## src/sv/lces_pkg.sv

```systemverilog
// Shared constants, types and codes for the load-cell EMA stability core.
`timescale 1ns / 1ps
package lces_pkg;

  localparam int WINDOW_DEPTH = 16;
  localparam int SLOT_W       = $clog2(WINDOW_DEPTH);
  localparam int COUNT_W      = $clog2(WINDOW_DEPTH + 1);
  localparam int MIN_SAMPLES  = 5;

  localparam int RAW_W    = 24;
  localparam int WEIGHT_W = 32;
  localparam int DIFF_W   = RAW_W + 1;
  localparam int DQ_W     = DIFF_W + 32;
  localparam int DIV_STEPS = DQ_W;
  localparam int DIV_CNT_W = $clog2(DIV_STEPS);

  localparam int ALPHA_W = 17;
  localparam int THR_W   = 31;

  localparam logic [ALPHA_W-1:0]         Q_ONE       = 17'd65536;
  localparam logic signed [WEIGHT_W-1:0] FACTOR_ONE  = 32'sd65536;
  localparam logic signed [WEIGHT_W-1:0] TINY_FACTOR = 32'sd66;

  localparam int CFG_IDX_W  = 2;
  localparam int CFG_DATA_W = 32;
  localparam logic [CFG_IDX_W-1:0] CFG_TARE   = 2'd0;
  localparam logic [CFG_IDX_W-1:0] CFG_SCALE  = 2'd1;
  localparam logic [CFG_IDX_W-1:0] CFG_ALPHA  = 2'd2;
  localparam logic [CFG_IDX_W-1:0] CFG_THRESH = 2'd3;

  localparam logic OP_PROCESS = 1'b0;
  localparam logic OP_CLEAR   = 1'b1;

  localparam int S_TDATA_W = 24;
  localparam int M_TDATA_W = 72;

  typedef enum logic [3:0] {
    ST_IDLE,
    ST_DIV,
    ST_SAT,
    ST_MUL,
    ST_ADD,
    ST_WRITE,
    ST_SCAN_INIT,
    ST_SCAN,
    ST_OUT
  } state_e;

  typedef struct packed {
    logic load;
    logic div_step;
    logic sat;
    logic ema_mul;
    logic ema_add;
    logic hist_write;
    logic scan_init;
    logic scan_step;
    logic out_load;
  } ctrl_cmd_t;

  typedef struct packed {
    logic op_clear;
    logic short_hist;
    logic scan_last;
    logic out_free;
  } dp_status_t;

endpackage

```

## src/sv/lces_ctrl.sv

```systemverilog
// Sequencer for one transaction: divide, filter, record, window scan, result; a clear skips to the scan.
`timescale 1ns / 1ps
module lces_ctrl (
  input  logic                  clk_i,
  input  logic                  rst_ni,
  input  logic                  in_valid_i,
  output logic                  in_ready_o,
  input  lces_pkg::dp_status_t  sts_i,
  output lces_pkg::ctrl_cmd_t   cmd_o
);

  lces_pkg::state_e state_q, state_d;
  logic [lces_pkg::DIV_CNT_W-1:0] div_cnt_q, div_cnt_d;
  logic div_last;

  assign div_last = (div_cnt_q == lces_pkg::DIV_CNT_W'(lces_pkg::DIV_STEPS - 1));

  always_ff @(posedge clk_i or negedge rst_ni) begin
    if (!rst_ni) begin
      state_q   <= lces_pkg::ST_IDLE;
      div_cnt_q <= '0;
    end else begin
      state_q   <= state_d;
      div_cnt_q <= div_cnt_d;
    end
  end

  always_comb begin
    state_d   = state_q;
    div_cnt_d = div_cnt_q;
    case (state_q)
      lces_pkg::ST_IDLE: begin
        div_cnt_d = '0;
        if (in_valid_i) begin
          state_d = lces_pkg::ST_DIV;
        end
      end
      lces_pkg::ST_DIV: begin
        if (sts_i.op_clear) begin
          state_d = lces_pkg::ST_SCAN_INIT;
        end else if (div_last) begin
          state_d = lces_pkg::ST_SAT;
        end else begin
          div_cnt_d = div_cnt_q + 1'b1;
        end
      end
      lces_pkg::ST_SAT:   state_d = lces_pkg::ST_MUL;
      lces_pkg::ST_MUL:   state_d = lces_pkg::ST_ADD;
      lces_pkg::ST_ADD:   state_d = lces_pkg::ST_WRITE;
      lces_pkg::ST_WRITE: state_d = lces_pkg::ST_SCAN_INIT;
      lces_pkg::ST_SCAN_INIT: begin
        state_d = sts_i.short_hist ? lces_pkg::ST_OUT : lces_pkg::ST_SCAN;
      end
      lces_pkg::ST_SCAN: begin
        if (sts_i.scan_last) begin
          state_d = lces_pkg::ST_OUT;
        end
      end
      lces_pkg::ST_OUT: begin
        if (sts_i.out_free) begin
          state_d = lces_pkg::ST_IDLE;
        end
      end
      default: state_d = lces_pkg::ST_IDLE;
    endcase
  end

  always_comb begin
    cmd_o      = '0;
    in_ready_o = 1'b0;
    case (state_q)
      lces_pkg::ST_IDLE: begin
        in_ready_o = 1'b1;
        cmd_o.load = in_valid_i;
      end
      lces_pkg::ST_DIV:       cmd_o.div_step   = !sts_i.op_clear;
      lces_pkg::ST_SAT:       cmd_o.sat        = 1'b1;
      lces_pkg::ST_MUL:       cmd_o.ema_mul    = 1'b1;
      lces_pkg::ST_ADD:       cmd_o.ema_add    = 1'b1;
      lces_pkg::ST_WRITE:     cmd_o.hist_write = 1'b1;
      lces_pkg::ST_SCAN_INIT: cmd_o.scan_init  = 1'b1;
      lces_pkg::ST_SCAN:      cmd_o.scan_step  = 1'b1;
      lces_pkg::ST_OUT:       cmd_o.out_load   = sts_i.out_free;
      default: ;
    endcase
  end

endmodule

```

## src/sv/lces_dp.sv

```systemverilog
// Datapath: settings, serial divider, EMA, history ring, window scan, result register.
`timescale 1ns / 1ps
module lces_dp (
  input  logic                                 clk_i,
  input  logic                                 rst_ni,
  input  logic                                 cfg_we_i,
  input  logic [lces_pkg::CFG_IDX_W-1:0]       cfg_index_i,
  input  logic [lces_pkg::CFG_DATA_W-1:0]      cfg_data_i,
  input  logic                                 in_op_i,
  input  logic [lces_pkg::RAW_W-1:0]           in_raw_i,
  input  lces_pkg::ctrl_cmd_t                  cmd_i,
  output lces_pkg::dp_status_t                 sts_o,
  output logic                                 out_valid_o,
  input  logic                                 out_ready_i,
  output logic [lces_pkg::M_TDATA_W-1:0]       out_data_o
);

  localparam int W  = lces_pkg::WEIGHT_W;
  localparam int DW = lces_pkg::DIFF_W;
  localparam int QW = lces_pkg::DQ_W;
  localparam int PW = lces_pkg::ALPHA_W + 1 + W + 1;
  localparam int SW = PW + 1;

  logic signed [lces_pkg::RAW_W-1:0] tare_q;
  logic signed [W-1:0]               scale_q;
  logic [lces_pkg::ALPHA_W-1:0]      alpha_q;
  logic [lces_pkg::THR_W-1:0]        thr_q;

  logic              op_q;
  logic              q_neg_q;
  logic [W-1:0]      div_q;
  logic [W-1:0]      rem_q;
  logic [QW-1:0]     dq_q;
  logic signed [W-1:0] weight_q;
  logic signed [W-1:0] smooth_q;
  logic signed [PW-1:0] prod_q;
  logic [W-1:0]      hist_q [lces_pkg::WINDOW_DEPTH];
  logic [lces_pkg::SLOT_W-1:0] slot_q;
  logic              filled_q;
  logic [lces_pkg::SLOT_W-1:0] idx_q;
  logic signed [W-1:0] lo_q, hi_q;
  logic              out_valid_q;
  logic [lces_pkg::M_TDATA_W-1:0] out_data_q;

  // load-time operands
  logic signed [DW-1:0] diff;
  logic                 diff_neg;
  logic [DW-1:0]        diff_mag;
  logic signed [W-1:0]  factor_eff;
  logic                 f_neg;

  always_comb begin
    diff       = DW'($signed(in_raw_i)) - DW'(tare_q);
    diff_neg   = diff[DW-1];
    diff_mag   = diff_neg ? DW'(-diff) : DW'(diff);
    factor_eff = (scale_q > -lces_pkg::TINY_FACTOR && scale_q < lces_pkg::TINY_FACTOR)
                 ? lces_pkg::FACTOR_ONE : scale_q;
    f_neg      = factor_eff[W-1];
  end

  // one restoring division step
  logic [W:0] shifted;
  logic       ge;
  logic [W:0] sub;

  always_comb begin
    shifted = {rem_q, dq_q[QW-1]};
    ge      = (shifted >= {1'b0, div_q});
    sub     = shifted - {1'b0, div_q};
  end

  // saturate the quotient magnitude
  logic         pos_ovf, neg_ovf;
  logic [W-1:0] sat_val;

  always_comb begin
    pos_ovf = |dq_q[QW-1:W-1];
    neg_ovf = (|dq_q[QW-1:W]) || (dq_q[W-1] && (|dq_q[W-2:0]));
    if (q_neg_q) begin
      sat_val = neg_ovf ? {1'b1, {(W-1){1'b0}}} : W'(-dq_q[W-1:0]);
    end else begin
      sat_val = pos_ovf ? {1'b0, {(W-1){1'b1}}} : dq_q[W-1:0];
    end
  end

  // EMA: prev*2^16 + alpha*(w - prev) + half, floored by 2^16
  logic [lces_pkg::ALPHA_W-1:0] alpha_eff;
  logic signed [W:0]            delta;
  logic signed [SW-1:0]         ema_sum;

  always_comb begin
    alpha_eff = (alpha_q > lces_pkg::Q_ONE) ? lces_pkg::Q_ONE : alpha_q;
    delta     = (W+1)'(weight_q) - (W+1)'(smooth_q);
    ema_sum   = (SW'(smooth_q) <<< 16) + SW'(prod_q) + SW'(32768);
  end

  // window status
  logic [lces_pkg::COUNT_W-1:0] count;
  logic signed [W-1:0]          cur;
  logic signed [W:0]            spread;
  logic                         stable;

  always_comb begin
    count  = filled_q ? lces_pkg::COUNT_W'(lces_pkg::WINDOW_DEPTH)
                      : lces_pkg::COUNT_W'(slot_q);
    cur    = hist_q[idx_q];
    spread = (W+1)'(hi_q) - (W+1)'(lo_q);
    stable = (count >= lces_pkg::COUNT_W'(lces_pkg::MIN_SAMPLES))
             && (spread <= $signed({2'b00, thr_q}));
  end

  assign sts_o.op_clear   = (op_q == lces_pkg::OP_CLEAR);
  assign sts_o.short_hist = (count < lces_pkg::COUNT_W'(lces_pkg::MIN_SAMPLES));
  assign sts_o.scan_last  = (lces_pkg::COUNT_W'(idx_q) == count - 1'b1);
  assign sts_o.out_free   = !out_valid_q || out_ready_i;

  always_ff @(posedge clk_i or negedge rst_ni) begin
    if (!rst_ni) begin
      tare_q   <= '0;
      scale_q  <= lces_pkg::FACTOR_ONE;
      alpha_q  <= 17'd19661;
      thr_q    <= 31'd65536;
    end else if (cfg_we_i) begin
      case (cfg_index_i)
        lces_pkg::CFG_TARE:   tare_q  <= cfg_data_i[lces_pkg::RAW_W-1:0];
        lces_pkg::CFG_SCALE:  scale_q <= cfg_data_i;
        lces_pkg::CFG_ALPHA:  alpha_q <= cfg_data_i[lces_pkg::ALPHA_W-1:0];
        lces_pkg::CFG_THRESH: thr_q   <= cfg_data_i[lces_pkg::THR_W-1:0];
        default: ;
      endcase
    end
  end

  always_ff @(posedge clk_i or negedge rst_ni) begin
    if (!rst_ni) begin
      smooth_q    <= '0;
      weight_q    <= '0;
      slot_q      <= '0;
      filled_q    <= 1'b0;
      out_valid_q <= 1'b0;
      op_q        <= lces_pkg::OP_PROCESS;
    end else begin
      if (cmd_i.load) begin
        op_q <= in_op_i;
        if (in_op_i == lces_pkg::OP_CLEAR) begin
          smooth_q <= '0;
        end
      end
      if (cmd_i.sat) begin
        weight_q <= sat_val;
      end
      if (cmd_i.ema_add) begin
        smooth_q <= ema_sum[W+15:16];
      end
      if (cmd_i.hist_write) begin
        if (slot_q == lces_pkg::SLOT_W'(lces_pkg::WINDOW_DEPTH - 1)) begin
          slot_q   <= '0;
          filled_q <= 1'b1;
        end else begin
          slot_q <= slot_q + 1'b1;
        end
      end
      if (cmd_i.out_load) begin
        out_valid_q <= 1'b1;
      end else if (out_ready_i) begin
        out_valid_q <= 1'b0;
      end
    end
  end

  always_ff @(posedge clk_i) begin
    if (cmd_i.load) begin
      dq_q    <= {diff_mag, {W{1'b0}}};
      rem_q   <= '0;
      div_q   <= f_neg ? W'(-factor_eff) : W'(factor_eff);
      q_neg_q <= diff_neg ^ f_neg;
    end
    if (cmd_i.div_step) begin
      rem_q <= ge ? sub[W-1:0] : shifted[W-1:0];
      dq_q  <= {dq_q[QW-2:0], ge};
    end
    if (cmd_i.ema_mul) begin
      prod_q <= PW'($signed({1'b0, alpha_eff})) * PW'(delta);
    end
    if (cmd_i.hist_write) begin
      hist_q[slot_q] <= smooth_q;
    end
    if (cmd_i.scan_init) begin
      idx_q <= '0;
      lo_q  <= {1'b0, {(W-1){1'b1}}};
      hi_q  <= {1'b1, {(W-1){1'b0}}};
    end
    if (cmd_i.scan_step) begin
      idx_q <= idx_q + 1'b1;
      if (cur < lo_q) lo_q <= cur;
      if (cur > hi_q) hi_q <= cur;
    end
    if (cmd_i.out_load) begin
      out_data_q <= {{(lces_pkg::M_TDATA_W-2*W-1){1'b0}}, stable, smooth_q, weight_q};
    end
  end

  assign out_valid_o = out_valid_q;
  assign out_data_o  = out_data_q;

endmodule

```

## src/sv/load_cell_ema_stability_core.sv

```systemverilog
// Sequence: an input transaction runs the 57 divider steps, then saturation, EMA multiply and add,
// history write and scan set-up, a scan over each history entry once five are held, and the
// result register; a clear skips the divider, EMA and history write and goes to the scan set-up.
// Throughput: one item at a time, next input taken the cycle after the result is registered.
// Reset: asynchronous, active low; clears filter and history pointer, restores settings.
// Top level of the load-cell EMA stability core.
`timescale 1ns / 1ps
module load_cell_ema_stability_core (
  input  logic                                clk_i,
  input  logic                                rst_ni,
  input  logic                                cfg_we_i,
  input  logic [lces_pkg::CFG_IDX_W-1:0]      cfg_index_i,
  input  logic [lces_pkg::CFG_DATA_W-1:0]     cfg_data_i,
  input  logic                                s_axis_tvalid,
  output logic                                s_axis_tready,
  input  logic [lces_pkg::S_TDATA_W-1:0]      s_axis_tdata,  // [23:0] raw_sample
  input  logic                                s_axis_tuser,  // [0] operation
  output logic                                m_axis_tvalid,
  input  logic                                m_axis_tready,
  output logic [lces_pkg::M_TDATA_W-1:0]      m_axis_tdata   // [31:0] weight_now,
                                                             // [63:32] weight_smoothed,
                                                             // [64] is_stable, [71:65] zero
);

  lces_pkg::ctrl_cmd_t  cmd;
  lces_pkg::dp_status_t sts;

  lces_ctrl u_ctrl (
    .clk_i      (clk_i),
    .rst_ni     (rst_ni),
    .in_valid_i (s_axis_tvalid),
    .in_ready_o (s_axis_tready),
    .sts_i      (sts),
    .cmd_o      (cmd)
  );

  lces_dp u_dp (
    .clk_i       (clk_i),
    .rst_ni      (rst_ni),
    .cfg_we_i    (cfg_we_i),
    .cfg_index_i (cfg_index_i),
    .cfg_data_i  (cfg_data_i),
    .in_op_i     (s_axis_tuser),
    .in_raw_i    (s_axis_tdata[lces_pkg::RAW_W-1:0]),
    .cmd_i       (cmd),
    .sts_o       (sts),
    .out_valid_o (m_axis_tvalid),
    .out_ready_i (m_axis_tready),
    .out_data_o  (m_axis_tdata)
  );

  a_busy_after_accept : assert property (@(posedge clk_i) disable iff (!rst_ni)
    (s_axis_tvalid && s_axis_tready) |=> !s_axis_tready)
    else $error("input accepted while a transaction is in flight");

  a_one_command : assert property (@(posedge clk_i) disable iff (!rst_ni)
    $onehot0({cmd.load, cmd.div_step, cmd.sat, cmd.ema_mul, cmd.ema_add,
              cmd.hist_write, cmd.scan_init, cmd.scan_step, cmd.out_load}))
    else $error("conflicting datapath commands");

  a_result_registered : assert property (@(posedge clk_i) disable iff (!rst_ni)
    cmd.out_load |=> m_axis_tvalid)
    else $error("result load did not raise output valid");

endmodule

```

## config.mk

```make
export PLATFORM = sky130hd
export DESIGN_NAME = load_cell_ema_stability_core
export DESIGN_NICKNAME = d
export VERILOG_FILES = /design/src/sv/lces_pkg.sv /design/src/sv/lces_ctrl.sv /design/src/sv/lces_dp.sv /design/src/sv/load_cell_ema_stability_core.sv
export SDC_FILE = /design/constraint.sdc
export NUM_CORES = 2
export LEC_CHECK = 0
export ABC_AREA = 1
export BUFFER_PORTS_ARGS = -buffer_cell sky130_fd_sc_hd__buf_4
export CAP_MARGIN = 5
export CORE_ASPECT_RATIO = 0.7
export CORE_MARGIN = 4
export CORE_UTILIZATION = 29
export DETAILED_ROUTE_END_ITERATION = 10
export SLEW_MARGIN = 20
export SYNTH_ARGS = -nofsm -noshare
export SYNTH_HDL_FRONTEND = slang
export SYNTH_HIERARCHICAL = 1
export SYNTH_SLANG_ARGS = --single-unit
```

## constraint.sdc

```tcl
create_clock -name clk_i -period 8.9 [get_ports clk_i]
set_clock_uncertainty 0.2 [all_clocks]
set_input_delay 0.445 -clock clk_i [delete_from_list [all_inputs] [get_ports clk_i]]
set_output_delay 0.445 -clock clk_i [all_outputs]
set_load 0.005 [all_outputs]
```

==> impl_metrics.ini <==
[worst_setup_path]
startpoint_type = flip-flop
cp_data_required_time_ps = 9140
r2r-end = u_dp/prod_q[41]
r2r_cells = 35
cpMostUsedCell = fa_1
r2r_setup_slack_ps = 390
r2r-start = u_dp/weight_q[0]
worstPathArrival_ps = 8750
critical_path.slowest_cell = fa_1
crit_path_end_kind = flip-flop
cpPeakStageDelay_ps = 530
criticalPathCategory = reg -> reg
critPathMaxFanout = 9

[clock_network]
cts_sinks = 989
insertion_delay_ps = 760
htreeDepth = 3
cts_buffers = 107
clock-root-buffer = clkbuf_16
clk_pin_slew_ps = 70
cts_tree = built
clock_path_buffers = 3

[global_routing]
antenna_found_initial = 21
busiest_layer = met1
grt_pass1_wl_mm = 345
grt_use_met2 = 0.273
overflow = 0
grt_pass1_vias = 54100
grt_max_degree = 153
use_met1 = 0.275
grt_use_met3 = 0.0303
gr-usage-all-layers = 0.183

[die]
start_util = 0.293
core_area_um2 = 237000
rows = 149
ioPinCount = 138
die_w_um = 593
dieArea_um2 = 247000
die_h_um = 417

[sta]
slew_headroom = 0.302
fin_crit_sh = 0.956
fin_setup_tns_ps = 0
max_freq_mhz = 117
max_slew.worst_pin.slew_ps = 1050
fin_crit_ps = 8510
setup_viol = 0
fin_ws_ps = 389
report.final.slew_viol_count = 0
hold_viol = 0

[drt]
drt-initial-drc-count = 5890
drc_errors = 0
vias = 55500
drt_wl_total_mm = 230
ant_nets = 0
firstDrtPassIters = 6
viasPerCell = 5.00
wire_per_inst_um = 20.8

[min_path]
holdCritStartpoint = cfg_data_i[12]
hold_path_depth = 3
timing.hold.worst_endpoint = u_dp/thr_q[12]
hp-class = in -> reg

[cells_and_area]
utilization = 0.334
final_nets = 8785
syn_to_final_growth_pct = 14.1
design_area_um2 = 79200
drive_above_1_share = 0.0888

[synthesis]
syn-cell-area_um2 = 69400
synth-seq-area-share = 0.405
yosys_warnings = 6
synth_edf_count = 736
ys.flop_type = edfxtp_1
yosys_register_bits = 989
syn_inst = 7613
async_reset_ff_frac = 0.187
syn_area_per_cell_um2 = 9.11
synth_cell_types = 74

[placed_design]
place_ws_ps = 248
placed_area_um2 = 75200
io_buffer_count = 130
place_congestion = 0.969
dpl.hpwl_mm = 172

[outcome]
status = complete, no violations

[run]
max-cap-violations = 0
==> registers in the layout, summed over array words and instances, names as in the netlist, named ones only <==
register	flops
u_ctrl/div_cnt_q	6
u_ctrl/state_q	4
u_dp/alpha_q	17
u_dp/div_q	32
u_dp/dq_q	57
u_dp/filled_q	1
u_dp/hi_q	32
u_dp/hist_q	512
u_dp/idx_q	4
u_dp/lo_q	32
u_dp/op_q	1
u_dp/out_data_o	65
u_dp/out_valid_o	1
u_dp/prod_q	33
u_dp/q_neg_q	1
u_dp/rem_q	32
u_dp/scale_q	32
u_dp/slot_q	4
u_dp/smooth_q	32
u_dp/tare_q	24
u_dp/thr_q	31
u_dp/weight_q	32
==> worst max-delay path by stage <==
| stage | cells past startpoint | end | from |
|---|---|---|---|
| finish | 35 | u_dp/prod_q[41] | u_dp/weight_q[0] |
| global placement | 35 | u_dp/prod_q[33] | u_dp/weight_q[0] |
| global route | 36 | u_dp/prod_q[47] | u_dp/weight_q[0] |
| CTS | 35 | u_dp/prod_q[33] | u_dp/weight_q[0] |
| floorplan | 34 | u_dp/prod_q[41] | u_dp/smooth_q[0] |
| detailed placement | 35 | u_dp/prod_q[33] | u_dp/weight_q[0] |
==> synthesized netlist by cell type (19+ instances only) <==
master    instances  share of area
a21oi_1         375          0.027
a31oi_1          25         0.0023
buf_2            25         0.0018
clkbuf_1        225          0.012
dfrtp_1         175          0.063
dfxtp_1          68          0.020
edfxtp_1        736           0.32
fa_1            519           0.15
ha_1            367          0.066
inv_1          1285          0.070
nand2_1        1168          0.063
nand3_1         253          0.018
nand4_1          80         0.0072
nor2_1          920          0.050
nor3_1           41         0.0030
nor4_1           35         0.0032
o211ai_1         47         0.0051
o21a_1           19         0.0021
o21ai_0         635          0.046
o21ai_1          24         0.0017
o221ai_1         97          0.012
o22ai_1          53         0.0048
or2_2            32         0.0029
xnor2_1          75         0.0095
xor2_1          109          0.014
==> area by class of cell <==
cell class	instances	area, um2
clock buffer	138	2930
clock inverter	60	748
timing repair buffer	394	3040
fill	24300	158000
tap	3171	3970
multi-input combinational	5043	35500
inverter	1300	4890
antenna	4	10.0
sequential	989	28100
==> critical path: cells and delay by family (launching register included) <==
| family | cells | cell delay, ps |
|---|---|---|
| flops | 1 | 340 |
| xor+xnor | 2 | 410 |
| compound gates | 10 | 1650 |
| simple gates | 6 | 720 |
| fa+ha+maj | 9 | 4090 |
| buf+inv | 8 | 790 |
==> placed cells by master (no fill, tap or decap), drive strengths merged, types with 81 or more instances in the layout <==
cell type,count
inv,1293
nand2,1182
nor2,939
edfxtp,736
o21ai,667
fa,519
a21oi,380
buf,376
ha,367
nand3,258
dfrtp,175
clkbuf,139
xor2,110
o221ai,97
nand4,81
==> kinds of logic after synthesis <==
| family | Yosys count | synth area share |
|---|---|---|
| and+or+nand+nor | 2591 | 0.155 |
| buffers and inverters | 1587 | 0.0874 |
| AOI/OAI and AO/OA | 1373 | 0.113 |
| DFF | 989 | 0.405 |
| adders and majority gates | 886 | 0.216 |
| xor gates and xnor gates | 186 | 0.0237 |
| other | 1 | 0.0000541 |
==> layer usage <==
| metal | up-vias | part of all wire |
|---|---|---|
| li1 | 25400 | - |
| met1 | 27300 | 0.46 |
| met2 | 2494 | 0.43 |
| met3 | 278 | 0.090 |
| met4 | 4 | 0.022 |
| met5 | - | 0.00020 |
==> stage by stage <==
stage	hold WS (ps)	cells
2_1_floorplan	-50.6	7619
3_3_place_gp	241	10900
3_5_place_dp	244	10900
4_1_cts	15.6	11100
5_1_grt	34.0	11100
6_report	64.6	11100
==> timing repair <==
action	CTS	global route
hold buffers	17	0
endpoints found under the setup margin	0	13
buffers inserted	0	2
hold endpoints to repair	114	0
gates resized for setup	0	16
Power is not shown: default switching activity piles up to over one toggle a cycle in this logic, so the estimate is an artifact.
